## src/rtl/sat_pkg.sv

```systemverilog
// Shared types and constants for the segment allocator.
`default_nettype none
package sat_pkg;

    // Table geometry and field widths
    localparam int MAX_SEGMENTS = 16;
    localparam int ADDR_BITS    = 16;
    localparam int OWNER_W      = 8;
    localparam int IDX_W        = (MAX_SEGMENTS > 1) ? $clog2(MAX_SEGMENTS) : 1;
    localparam int CNT_W        = $clog2(MAX_SEGMENTS + 1);

    // Managed memory size after reset
    localparam logic [ADDR_BITS-1:0] TOTAL_RESET = {ADDR_BITS{1'b1}};

    typedef enum logic [1:0] {
        OP_FIRST   = 2'd0,
        OP_BEST    = 2'd1,
        OP_RELEASE = 2'd2,
        OP_NONE    = 2'd3
    } t_op;

    typedef enum logic [1:0] {
        ST_OK       = 2'd0,
        ST_NO_FIT   = 2'd1,
        ST_FULL     = 2'd2,
        ST_NO_OWNER = 2'd3
    } t_status;

    // Command transaction
    typedef struct packed {
        t_op                  operation;
        logic [OWNER_W-1:0]   owner_id;
        logic [ADDR_BITS-1:0] request_size;
    } t_in;

    // Result transaction
    typedef struct packed {
        t_status              status;
        logic [ADDR_BITS-1:0] segment_address;
        logic [ADDR_BITS-1:0] free_total;
        logic [ADDR_BITS-1:0] used_total;
    } t_out;

    // One segment table entry
    typedef struct packed {
        logic [ADDR_BITS-1:0] base;
        logic [ADDR_BITS-1:0] len;
        logic                 busy;
        logic [OWNER_W-1:0]   owner;
    } t_seg;

    // Table write port
    typedef struct packed {
        logic             en;
        logic [IDX_W-1:0] addr;
        t_seg             data;
    } t_wr;

endpackage
`default_nettype wire

```

## src/rtl/sat_table.sv

```systemverilog
// Segment table register file: one read port, two write ports, entry 0 init.
`default_nettype none
module sat_table (
    input  wire logic                          i_clk,
    input  wire logic                          i_rst_n,
    input  wire logic                          i_init,
    input  wire logic [sat_pkg::ADDR_BITS-1:0] i_init_len,
    input  wire logic [sat_pkg::IDX_W-1:0]     i_rd_addr,
    output sat_pkg::t_seg                      o_rd_data,
    input  wire sat_pkg::t_wr                  i_wr0,
    input  wire sat_pkg::t_wr                  i_wr1
);

    sat_pkg::t_seg r_tab [sat_pkg::MAX_SEGMENTS];

    // Read the entry the sequencer points at
    assign o_rd_data = r_tab[i_rd_addr];

    // Seed entry 0 on reset or size write, otherwise take the write ports
    always_ff @(posedge i_clk) begin
        if (!i_rst_n) begin
            r_tab[0].base  <= '0;
            r_tab[0].len   <= sat_pkg::TOTAL_RESET;
            r_tab[0].busy  <= 1'b0;
            r_tab[0].owner <= '0;
        end else if (i_init) begin
            r_tab[0].base  <= '0;
            r_tab[0].len   <= i_init_len;
            r_tab[0].busy  <= 1'b0;
            r_tab[0].owner <= '0;
        end else begin
            if (i_wr0.en) begin
                r_tab[i_wr0.addr] <= i_wr0.data;
            end
            if (i_wr1.en) begin
                r_tab[i_wr1.addr] <= i_wr1.data;
            end
        end
    end

    // Split writes two neighbors, never the same entry twice
    a_wr_distinct: assert property (@(posedge i_clk) disable iff (!i_rst_n)
        (i_wr0.en && i_wr1.en) |-> (i_wr0.addr != i_wr1.addr))
        else $error("both table write ports hit one entry");

endmodule
`default_nettype wire

```

## src/rtl/segment_allocator_first_best_fit.sv

```systemverilog
// Segment allocator top level: sequencer, shared adder and running totals.
// Allocate (first or best fit): start, scan, check, then shift and split if needed, then the totals;
//   the scan reads one entry a cycle, then a split shifts the upper entries one a cycle.
// Release: a read step and a merge step per entry, then a final write and, if anything was released, the totals.
// Zero-size allocate and the unused operation code answer on the next cycle.
// One transaction at a time while busy is high; the result strobe lasts one cycle, no stall.
// Reset (synchronous, active low) leaves one free segment of 65535 units; a size write re-seeds.
`default_nettype none
module segment_allocator_first_best_fit (
    input  wire logic                          i_clk,
    input  wire logic                          i_rst_n,
    input  wire logic                          start,
    input  wire sat_pkg::t_in                  i_cmd,
    output logic                               busy,
    output logic                               o_done,
    output sat_pkg::t_out                      o_result,
    input  wire logic                          i_cfg_we,
    input  wire logic [sat_pkg::ADDR_BITS-1:0] i_cfg_wdata
);

    typedef enum logic [10:0] {
        S_IDLE    = 11'b000_0000_0001,
        S_SCAN    = 11'b000_0000_0010,
        S_CHECK   = 11'b000_0000_0100,
        S_SHIFT   = 11'b000_0000_1000,
        S_SPLIT   = 11'b000_0001_0000,
        S_FREE    = 11'b000_0010_0000,
        S_USED    = 11'b000_0100_0000,
        S_REL_RD  = 11'b000_1000_0000,
        S_REL_MRG = 11'b001_0000_0000,
        S_REL_END = 11'b010_0000_0000,
        S_SPARE   = 11'b100_0000_0000
    } t_state;

    localparam int AW = sat_pkg::ADDR_BITS;
    localparam int IW = sat_pkg::IDX_W;
    localparam int CW = sat_pkg::CNT_W;

    t_state                      r_state, n_state;
    logic                        r_best, r_is_rel;
    logic [sat_pkg::OWNER_W-1:0] r_owner;
    logic [AW-1:0]               r_size;
    logic [IW-1:0]               r_idx, r_pick;
    logic                        r_found, r_hit;
    logic [AW-1:0]               r_pick_base, r_left, r_addr, r_rel_sum;
    logic [AW-1:0]               r_free, r_used;
    logic [CW-1:0]               r_count, r_w;
    sat_pkg::t_seg               r_cur, r_hold;
    logic                        r_done;
    sat_pkg::t_out               r_result;

    sat_pkg::t_seg               rd;
    logic [IW-1:0]               rd_addr;
    sat_pkg::t_wr                wr0, wr1;
    logic [AW-1:0]               alu_a, alu_b, alu_b_in;
    logic                        alu_sub;
    logic [AW:0]                 alu_y;
    logic                        fits, take, last, merge, match, full;
    logic [IW-1:0]               pick_nx, w_idx;
    logic [CW-1:0]               w_dec, cnt_dec;

    // Table storage
    sat_table u_table (
        .i_clk      (i_clk),
        .i_rst_n    (i_rst_n),
        .i_init     (i_cfg_we),
        .i_init_len (i_cfg_wdata),
        .i_rd_addr  (rd_addr),
        .o_rd_data  (rd),
        .i_wr0      (wr0),
        .i_wr1      (wr1)
    );

    // Point the read port: shifting reads the entry below the one written
    assign rd_addr = (r_state == S_SHIFT) ? (r_idx - IW'(1)) : r_idx;

    // Select operands for the shared adder
    always_comb begin
        alu_a   = '0;
        alu_b   = '0;
        alu_sub = 1'b0;
        case (r_state)
            S_SCAN: begin
                alu_a   = rd.len;
                alu_b   = r_size;
                alu_sub = 1'b1;
            end
            S_SPLIT: begin
                alu_a = r_pick_base;
                alu_b = r_size;
            end
            S_FREE: begin
                alu_a   = r_free;
                alu_b   = r_is_rel ? r_rel_sum : r_size;
                alu_sub = !r_is_rel;
            end
            S_USED: begin
                alu_a   = r_used;
                alu_b   = r_is_rel ? r_rel_sum : r_size;
                alu_sub = r_is_rel;
            end
            S_REL_RD: begin
                alu_a = r_rel_sum;
                alu_b = rd.len;
            end
            S_REL_MRG: begin
                alu_a = r_hold.len;
                alu_b = r_cur.len;
            end
            default: begin
                alu_a   = '0;
                alu_b   = '0;
                alu_sub = 1'b0;
            end
        endcase
    end

    assign alu_b_in = alu_sub ? ~alu_b : alu_b;
    assign alu_y    = {1'b0, alu_a} + {1'b0, alu_b_in} + (AW + 1)'(alu_sub);

    // Scan and merge decisions
    assign cnt_dec = r_count - CW'(1);
    assign last    = (CW'(r_idx) == cnt_dec);
    assign fits    = !rd.busy && alu_y[AW];
    assign take    = fits && (!r_best || !r_found || (alu_y[AW-1:0] < r_left));
    assign full    = (r_count >= CW'(sat_pkg::MAX_SEGMENTS));
    assign pick_nx = r_pick + IW'(1);
    assign w_dec   = r_w - CW'(1);
    assign w_idx   = w_dec[IW-1:0];
    assign match   = rd.busy && (rd.owner == r_owner);
    assign merge   = (r_w != '0) && !r_hold.busy && !r_cur.busy;

    // Drive table writes
    always_comb begin
        wr0 = '0;
        wr1 = '0;
        case (r_state)
            S_CHECK: begin
                if (r_found && (r_left == '0)) begin
                    wr0.en         = 1'b1;
                    wr0.addr       = r_pick;
                    wr0.data.base  = r_pick_base;
                    wr0.data.len   = r_size;
                    wr0.data.busy  = 1'b1;
                    wr0.data.owner = r_owner;
                end
            end
            S_SHIFT: begin
                wr0.en   = 1'b1;
                wr0.addr = r_idx;
                wr0.data = rd;
            end
            S_SPLIT: begin
                wr0.en         = 1'b1;
                wr0.addr       = r_pick;
                wr0.data.base  = r_pick_base;
                wr0.data.len   = r_size;
                wr0.data.busy  = 1'b1;
                wr0.data.owner = r_owner;
                wr1.en         = 1'b1;
                wr1.addr       = pick_nx;
                wr1.data.base  = alu_y[AW-1:0];
                wr1.data.len   = r_left;
                wr1.data.busy  = 1'b0;
                wr1.data.owner = r_owner;
            end
            S_REL_MRG: begin
                if (!merge && (r_w != '0)) begin
                    wr0.en   = 1'b1;
                    wr0.addr = w_idx;
                    wr0.data = r_hold;
                end
            end
            S_REL_END: begin
                wr0.en   = 1'b1;
                wr0.addr = w_idx;
                wr0.data = r_hold;
            end
            default: begin
                wr0 = '0;
                wr1 = '0;
            end
        endcase
    end

    // Sequence the operation
    always_comb begin
        n_state = r_state;
        case (r_state)
            S_IDLE: begin
                if (start) begin
                    case (i_cmd.operation)
                        sat_pkg::OP_FIRST,
                        sat_pkg::OP_BEST:    n_state = (i_cmd.request_size != '0) ? S_SCAN : S_IDLE;
                        sat_pkg::OP_RELEASE: n_state = S_REL_RD;
                        default:             n_state = S_IDLE;
                    endcase
                end
            end
            S_SCAN: begin
                if ((take && !r_best) || last) begin
                    n_state = S_CHECK;
                end
            end
            S_CHECK: begin
                if (!r_found) begin
                    n_state = S_IDLE;
                end else if (r_left == '0) begin
                    n_state = S_FREE;
                end else if (full) begin
                    n_state = S_IDLE;
                end else begin
                    n_state = S_SHIFT;
                end
            end
            S_SHIFT: begin
                if (r_idx == pick_nx) begin
                    n_state = S_SPLIT;
                end
            end
            S_SPLIT:   n_state = S_FREE;
            S_FREE:    n_state = S_USED;
            S_USED:    n_state = S_IDLE;
            S_REL_RD:  n_state = S_REL_MRG;
            S_REL_MRG: n_state = last ? S_REL_END : S_REL_RD;
            S_REL_END: n_state = r_hit ? S_FREE : S_IDLE;
            default:   n_state = S_IDLE;
        endcase
    end

    // Datapath and result registers
    always_ff @(posedge i_clk) begin
        if (!i_rst_n) begin
            r_state <= S_IDLE;
            r_done  <= 1'b0;
            r_count <= CW'(1);
            r_free  <= sat_pkg::TOTAL_RESET;
            r_used  <= '0;
        end else begin
            r_state <= n_state;
            r_done  <= 1'b0;

            // Re-seed totals on a size write
            if (i_cfg_we) begin
                r_count <= CW'(1);
                r_free  <= i_cfg_wdata;
                r_used  <= '0;
            end

            case (r_state)
                S_IDLE: begin
                    if (start) begin
                        r_best    <= (i_cmd.operation == sat_pkg::OP_BEST);
                        r_is_rel  <= (i_cmd.operation == sat_pkg::OP_RELEASE);
                        r_owner   <= i_cmd.owner_id;
                        r_size    <= i_cmd.request_size;
                        r_idx     <= '0;
                        r_found   <= 1'b0;
                        r_hit     <= 1'b0;
                        r_rel_sum <= '0;
                        r_w       <= '0;
                        r_addr    <= '0;
                        r_result.segment_address <= '0;
                        r_result.free_total      <= r_free;
                        r_result.used_total      <= r_used;
                        case (i_cmd.operation)
                            sat_pkg::OP_FIRST,
                            sat_pkg::OP_BEST: begin
                                if (i_cmd.request_size == '0) begin
                                    r_done          <= 1'b1;
                                    r_result.status <= sat_pkg::ST_NO_FIT;
                                end
                            end
                            sat_pkg::OP_RELEASE: begin
                                r_result.status <= sat_pkg::ST_OK;
                            end
                            default: begin
                                r_done          <= 1'b1;
                                r_result.status <= sat_pkg::ST_OK;
                            end
                        endcase
                    end
                end
                S_SCAN: begin
                    if (take) begin
                        r_pick      <= r_idx;
                        r_pick_base <= rd.base;
                        r_left      <= alu_y[AW-1:0];
                        r_found     <= 1'b1;
                    end
                    if (!last) begin
                        r_idx <= r_idx + IW'(1);
                    end
                end
                S_CHECK: begin
                    r_addr <= r_pick_base;
                    if (!r_found || ((r_left != '0) && full)) begin
                        r_done                   <= 1'b1;
                        r_result.status          <= r_found ? sat_pkg::ST_FULL : sat_pkg::ST_NO_FIT;
                        r_result.segment_address <= '0;
                        r_result.free_total      <= r_free;
                        r_result.used_total      <= r_used;
                    end else if (r_left != '0) begin
                        r_idx <= r_count[IW-1:0];
                    end
                end
                S_SHIFT: begin
                    r_idx <= r_idx - IW'(1);
                end
                S_SPLIT: begin
                    r_count <= r_count + CW'(1);
                end
                S_FREE: begin
                    r_free <= alu_y[AW-1:0];
                end
                S_USED: begin
                    r_used                   <= alu_y[AW-1:0];
                    r_done                   <= 1'b1;
                    r_result.status          <= sat_pkg::ST_OK;
                    r_result.segment_address <= r_addr;
                    r_result.free_total      <= r_free;
                    r_result.used_total      <= alu_y[AW-1:0];
                end
                S_REL_RD: begin
                    // Clear the owner's busy flag and add up released units
                    if (match) begin
                        if (!r_hit) begin
                            r_addr <= rd.base;
                        end
                        r_hit     <= 1'b1;
                        r_rel_sum <= alu_y[AW-1:0];
                    end
                    r_cur      <= rd;
                    r_cur.busy <= rd.busy && !match;
                end
                S_REL_MRG: begin
                    // Fold a free entry into a free predecessor, else advance the write slot
                    if (merge) begin
                        r_hold.len <= alu_y[AW-1:0];
                    end else begin
                        r_hold <= r_cur;
                        r_w    <= r_w + CW'(1);
                    end
                    if (!last) begin
                        r_idx <= r_idx + IW'(1);
                    end
                end
                S_REL_END: begin
                    if (r_hit) begin
                        r_count <= r_w;
                    end else begin
                        r_done                   <= 1'b1;
                        r_result.status          <= sat_pkg::ST_NO_OWNER;
                        r_result.segment_address <= '0;
                        r_result.free_total      <= r_free;
                        r_result.used_total      <= r_used;
                    end
                end
                default: begin
                    r_done <= 1'b0;
                end
            endcase
        end
    end

    assign busy     = (r_state != S_IDLE);
    assign o_done   = r_done;
    assign o_result = r_result;

    // Segment count stays within the table
    a_count_range: assert property (@(posedge i_clk) disable iff (!i_rst_n)
        (r_count != '0) && (r_count <= CW'(sat_pkg::MAX_SEGMENTS)))
        else $error("segment count out of range");

    // A result is only shown once the sequencer is back at rest
    a_done_idle: assert property (@(posedge i_clk) disable iff (!i_rst_n)
        o_done |-> !busy)
        else $error("result strobe while busy");

    // An accepted transaction either answers at once or keeps the block busy
    a_accept_next: assert property (@(posedge i_clk) disable iff (!i_rst_n)
        (start && !busy && !i_cfg_we) |=> (busy || o_done))
        else $error("accepted transaction dropped");

    // Shifting only happens with a free slot at the top of the table
    a_shift_room: assert property (@(posedge i_clk) disable iff (!i_rst_n)
        (r_state == S_SHIFT) |-> (r_count < CW'(sat_pkg::MAX_SEGMENTS)))
        else $error("shift with a full table");

    // Failed transactions report address zero
    a_fail_addr: assert property (@(posedge i_clk) disable iff (!i_rst_n)
        (o_done && (o_result.status != sat_pkg::ST_OK)) |-> (o_result.segment_address == '0))
        else $error("nonzero address on failure");

endmodule
`default_nettype wire

```

## config.mk

```make
export PLATFORM = sky130hd
export DESIGN_NAME = segment_allocator_first_best_fit
export DESIGN_NICKNAME = d
export VERILOG_FILES = /design/src/rtl/sat_pkg.sv /design/src/rtl/sat_table.sv /design/src/rtl/segment_allocator_first_best_fit.sv
export SDC_FILE = /design/constraint.sdc
export NUM_CORES = 2
export LEC_CHECK = 0
export BUFFER_PORTS_ARGS = -buffer_cell sky130_fd_sc_hd__buf_2
export CAP_MARGIN = 30
export CORE_MARGIN = 2
export CORE_UTILIZATION = 55
export DETAILED_ROUTE_END_ITERATION = 12
export GPL_TIMING_DRIVEN = 0
export PLACE_DENSITY = 0.79
export SYNTH_ARGS = -nofsm -noshare
export SYNTH_HDL_FRONTEND = slang
export SYNTH_HIERARCHICAL = 1
export SYNTH_SLANG_ARGS = --single-unit
```

## constraint.sdc

```tcl
create_clock -name i_clk -period 12.35 [get_ports i_clk]
set_input_delay 2.47 -clock i_clk [delete_from_list [all_inputs] [get_ports i_clk]]
set_output_delay 2.47 -clock i_clk [all_outputs]
set_load 0.05 [all_outputs]
```

After elaboration in Yosys (flattened, before gate mapping)
Memories as Yosys holds them, arrays and structs flattened.
Cells that the tools add are included.
{ "word_totals": {"elab_cells": 211, "mem_bits_rw": 656, "out_inout_bits": 52, "mem_count": 1, "reg_bits": 286, "inputBits": 46} }
{ "memory_table": {"columns": ["memory", "depth", "word_bits", "read_ports", "rd_ports_with_merged_regs", "wr", "line", "text"], "rows": [
  ["u_table.r_tab", 16, 41, 1, 0, 2, "sat_table.sv:14", "sat_pkg::t_seg r_tab [sat_pkg::MAX_SEGMENTS];"]
]} }
{ "classes": {"n_reduce_logical": 54, "magnitude_cmp": 2, "eq_ne": 29, "n_bitwise": 6, "mux": 80, "n_addsub": 9} }
{ "ops": {"columns": ["operator", "count"], "rows": [
  ["$pmux W46 S5", 1],
  ["$mux W16", 13],
  ["$pmux W50 S4", 1],
  ["$mux W50", 3],
  ["$mux W46", 3],
  ["$pmux W11 S9", 1],
  ["$pmux W16 S6", 1],
  ["$pmux W16 S4", 1],
  ["$pmux W16 S3", 1],
  ["$mux W41", 1],
  ["$reduce_or A41 Y1", 1],
  ["$mux W11", 3],
  ["$logic_not A16 Y1", 2],
  ["$mux W4", 8],
  ["$pmux W16 S2", 1],
  ["$reduce_bool A16 Y1", 2],
  ["$ne A2 B2 Y1 const B", 11],
  ["$mux W1", 20],
  ["$mux W5", 4],
  ["$pmux W5 S2", 2],
  ["$mux W6", 3],
  ["$add A16 B16 Y17", 1],
  ["$add A17 B1 Y17", 1],
  ["$lt A16 B16 Y1", 1],
  ["48 further kinds", 94]
]} }

Logic depth before layout (Yosys ltp)
An unclocked memory read counts as a cell.
{ "depth": {"word_depth": 15, "depth_mapped": 33} }

Modules after synthesis
The synthesis kept the hierarchy.
{ "modules_own_cells": {"columns": ["module", "area_per_inst_um2", "instances", "cells_per_inst"], "rows": [
  ["sat_table", 33860.0, 1, 1949],
  ["segment_allocator_first_best_fit", 14327.5, 1, 1304]
]} }

Worst setup path before layout
OpenSTA, ideal clock, no wires.
{ "synth_timing": {"path_type": "register to register", "startpoint": "register r_state[1]", "endpoint": "register r_left[0] (enable)", "synth_period_minus_slack_ns": 9.293, "path_buffers": 5, "stages_incl_launch_ff": 34, "slack_ns": 3.057, "required_ns": 11.921, "t_arrival_ns": 8.864, "setup_ns": 0.429, "path_cell_list": "dfxtp_1 > buf_2 > nor4_4 > nand4b_1 > inv_1 > clkbuf_1 > buf_2 > ha_1 > inv_1 > clkbuf_1 > buf_2 > mux4_2 > a22oi_1 > nand2_1 > a221o_1 > nor2_1 > mux2i_1 > fa_1 > a211oi_1 > o21ai_0 > a21oi_1 > o21bai_1 > a21o_1 > xnor2_1 > inv_1 > ha_1 > a21o_1 > a21o_1 > a2111oi_0 > nor3_1 > nor3_1 > o311ai_0 > or3b_1 > nor2_1"} }
{ "synth_rtl": {"columns": ["element", "line", "text"], "rows": [
  ["start, declared", "segment_allocator_first_best_fit.sv:39", "t_state r_state, n_state;"],
  ["start signal, assigned", "segment_allocator_first_best_fit.sv:240", "r_state <= n_state;"],
  ["end signal, assigned", "segment_allocator_first_best_fit.sv:288", "r_left <= alu_y[AW-1:0];"],
  ["end, declared", "segment_allocator_first_best_fit.sv:45", "logic [AW-1:0] r_pick_base, r_left, r_addr, r_rel_sum;"]
]} }

==> run metrics <==
mean post-synth cell area 14.8 sq um; critical path class reg2reg; Clock Root Buffer clkbuf_16; antenna-violating nets left 0; Rows ~110; Total Wirelength about 160 mm; Worst setup EP type flip-flop; Initial Util 0.555; Yosys cell types 90; RSZ-0062 raised after global routing false; Hold Path Depth 0; Worst-path clk slew 60 ps; RePlAce Congestion 1.05; clk_lat worst skew ~700 ps; top post-synthesis cells by area edfxtp_1, mux2_2, mux4_2, dfxtp_1, nand2_1; DRT iter0 DRCs approximately 5600; grt ovf 0; commonest non-fill, non-tap cell in the layout edfxtp_1; Reg power frac 0.456; #FFs+latches synth between 900 and 1000; Hold Vio Cnt, Final 0; synthesis warning total 6; Final Cell Area between 0.05 and 0.06 sq mm; Worst Setup Start Kind flip-flop; largest area contributor in the netlist edfxtp_1; Final setup viols 0; Routed WL per cell roughly 35 um; Vias between 30000 and 40000; clock skew 27.9 ps; RR Endpoint r_left[5]; Hold Crit Class reg2reg; crit-path max FO 25; CTS sink count between 900 and 1000; H-tree depth 3; area delta synth->final 13.2%; Die Height about 300 um; Leakage between 20 and 25 nW; Die ar. ~0.090 sq mm; Least-Margin Pin Slew 1140 ps; Via density 7.07; TritonCTS Buffers 96; CP max-delay cell clkbuf_1; number of global-route vias before repair roughly 33000; most frequent cells in the layout edfxtp_1, mux2_2, nand2_1, buf_2, mux4_2; fin crit share 0.944; Slew HR 0.229; num ports between 90 and 100; nets@finish between 3000 and 4000; sequential area share after synthesis 0.576; PortBufs 97; non-filler cells, final 4752; Clock Path Buffers 3; Power Internal approximately 5.7 mW; Hold Buf Count CTS 0; pin count of the biggest net entering global routing 42; reg-to-reg slack, setup 700 ps; P_sw roughly 2.3 mW; switching share of power 0.286; fraction of layout cells with a size suffix above 1 0.374; VDD IR max approximately 0.13 mV; gr usage total 0.363; critical path data required time 12720 ps; core region area 0.0868 sq mm; EDFF count, synth ~900; R2R cell count 35; Final Max Tran Viols 0; CTS tree yes; dpl cells 4565; drt pass-1 iters 10; Placed Area around 0.05 sq mm; Max Cap Viol 0; first-pass GRT wire length 231 mm; Min-Delay Endpoint r_hold[39]; Final Critical Period 11650 ps; Post-synth ARST share 0; HPWL reported at the end of detailed placement between 100 and 150 mm; # DRC 0; WHS roughly 420 ps; Synth Flop Type edfxtp_1; post-synth top area share 0.556; power share of the clock group 0.369; Comb pwr share 0.175; Mapped Area slightly below 0.05 sq mm; max frequency 0.0858 GHz; PwrDens 146 mW/mm^2; chip width 300 um; r2r startpoint r_state[1]; Critical Path AT 12020 ps; Syn Inst Count between 3000 and 4000; hold path startpoint r_cur[39]; run status complete, no violations; initial antenna violation count 9; delay of the slowest critical-path stage 590 ps
## how the worst max path moves through the flow
stage	startpoint	end	slack, ps	cells past startpoint
floorplan	r_state[1]	r_left[0]	3060	33
global placement	r_state[1]	r_pick_base[12]	-1450	32
detailed placement	r_state[1]	r_left[4]	390	34
global route	r_state[1]	r_left[12]	470	35
finish	r_state[1]	r_left[5]	700	35
CTS	r_state[1]	r_left[6]	310	34
## cells in the mapped netlist, types with 26 or more instances
| cell type | instances |
|---|---|
| nor2_1 | 100 |
| mux4_2 | 164 |
| o21ai_0 | 65 |
| clkbuf_1 | 126 |
| nand2_1 | 226 |
| a21oi_1 | 55 |
| a222oi_1 | 67 |
| xnor2_1 | 29 |
| buf_2 | 119 |
| edfxtp_1 | 893 |
| mux2_2 | 611 |
| nor2b_1 | 32 |
| a22oi_1 | 109 |
| ha_1 | 39 |
| inv_1 | 68 |
| dfxtp_1 | 48 |
| and2_1 | 42 |
| buf_4 | 26 |
| mux2_4 | 40 |
## metrics by stage
stage	setup WS (ps)	power [mW]	setup TNS, ps	utilization
6_report	697	7.99	0	0.629
5_1_grt	470	8.14	0	0.629
4_1_cts	309	7.94	0	0.628
3_5_place_dp	387	5.05	0	0.592
3_3_place_gp	-1450	5.01	-51960	0.578
2_1_floorplan	3060	4.54	0	-
## sequential cells by signal (all words and copies together), names as in the netlist
register       cells
o_done             1
r_used            16
r_pick_base       16
r_w                5
r_best             1
r_owner            8
r_left            16
r_free            16
r_size            16
r_idx              4
r_count            5
r_is_rel           1
r_hit              1
r_hold            41
r_state           10
r_rel_sum         16
r_found            1
r_addr            16
o_result          50
r_cur             41
r_pick             4
u_table/r_tab    656
## worst max-delay path: cells and delay by family (launching register included)
family                   cells  cell delay, ps
adder cells (fa/ha/maj)      3            1190
multiplexers                 2             840
AND/OR/NAND/NOR              8            2400
flip-flops                   1             300
AO/OA/AOI/OAI               11            2650
buffers and inverters       10            3400
XOR/XNOR                     1             500
## cell type report
type / instances / area [sq um]
Fill cell: 6123 / 32200
Antenna cell: 6 / 15.0
Inverter: 71 / 267
Sequential cell: 941 / 27800
Clock inverter: 45 / 455
Clock buffer: 133 / 2720
Multi-Input combinational cell: 1948 / 18900
Tap cell: 1155 / 1450
Buffer: 299 / 1510
Timing Repair Buffer: 154 / 1470
## cells by family after synthesis
kind of cell / synth area share
multiplexers: 0.237
buffers and inverters: 0.0369
flip-flops: 0.576
adder cells (fa/ha/maj): 0.0105
XOR/XNOR: 0.00945
other: 0.0000778
AND/OR/NAND/NOR: 0.0671
AO/OA/AOI/OAI: 0.0624
## layer usage
layer / GRT usage / wire, um
met4: 0.251 / 13400
met5: 0 / 13
met1: 0.455 / 55300
met3: 0.108 / 24000
met2: 0.545 / 72000
## what timing repair did
item	in CTS	in global routing
setup endpoints to repair	0	36
buffers inserted	0	1
gates resized for setup	0	1
## power by group through the flow
stage | Sequential [mW] | Clock [mW] | Combinational [mW]
5_1_grt | 3.65 | 3.07 | 1.43
3_3_place_gp | 3.72 | 0 | 1.29
4_1_cts | 3.64 | 2.95 | 1.34
3_5_place_dp | 3.71 | 0 | 1.34
2_1_floorplan | 3.81 | 0 | 0.729
6_report | 3.64 | 2.95 | 1.40
No activity file was read; power rests on OpenSTA's default activity.
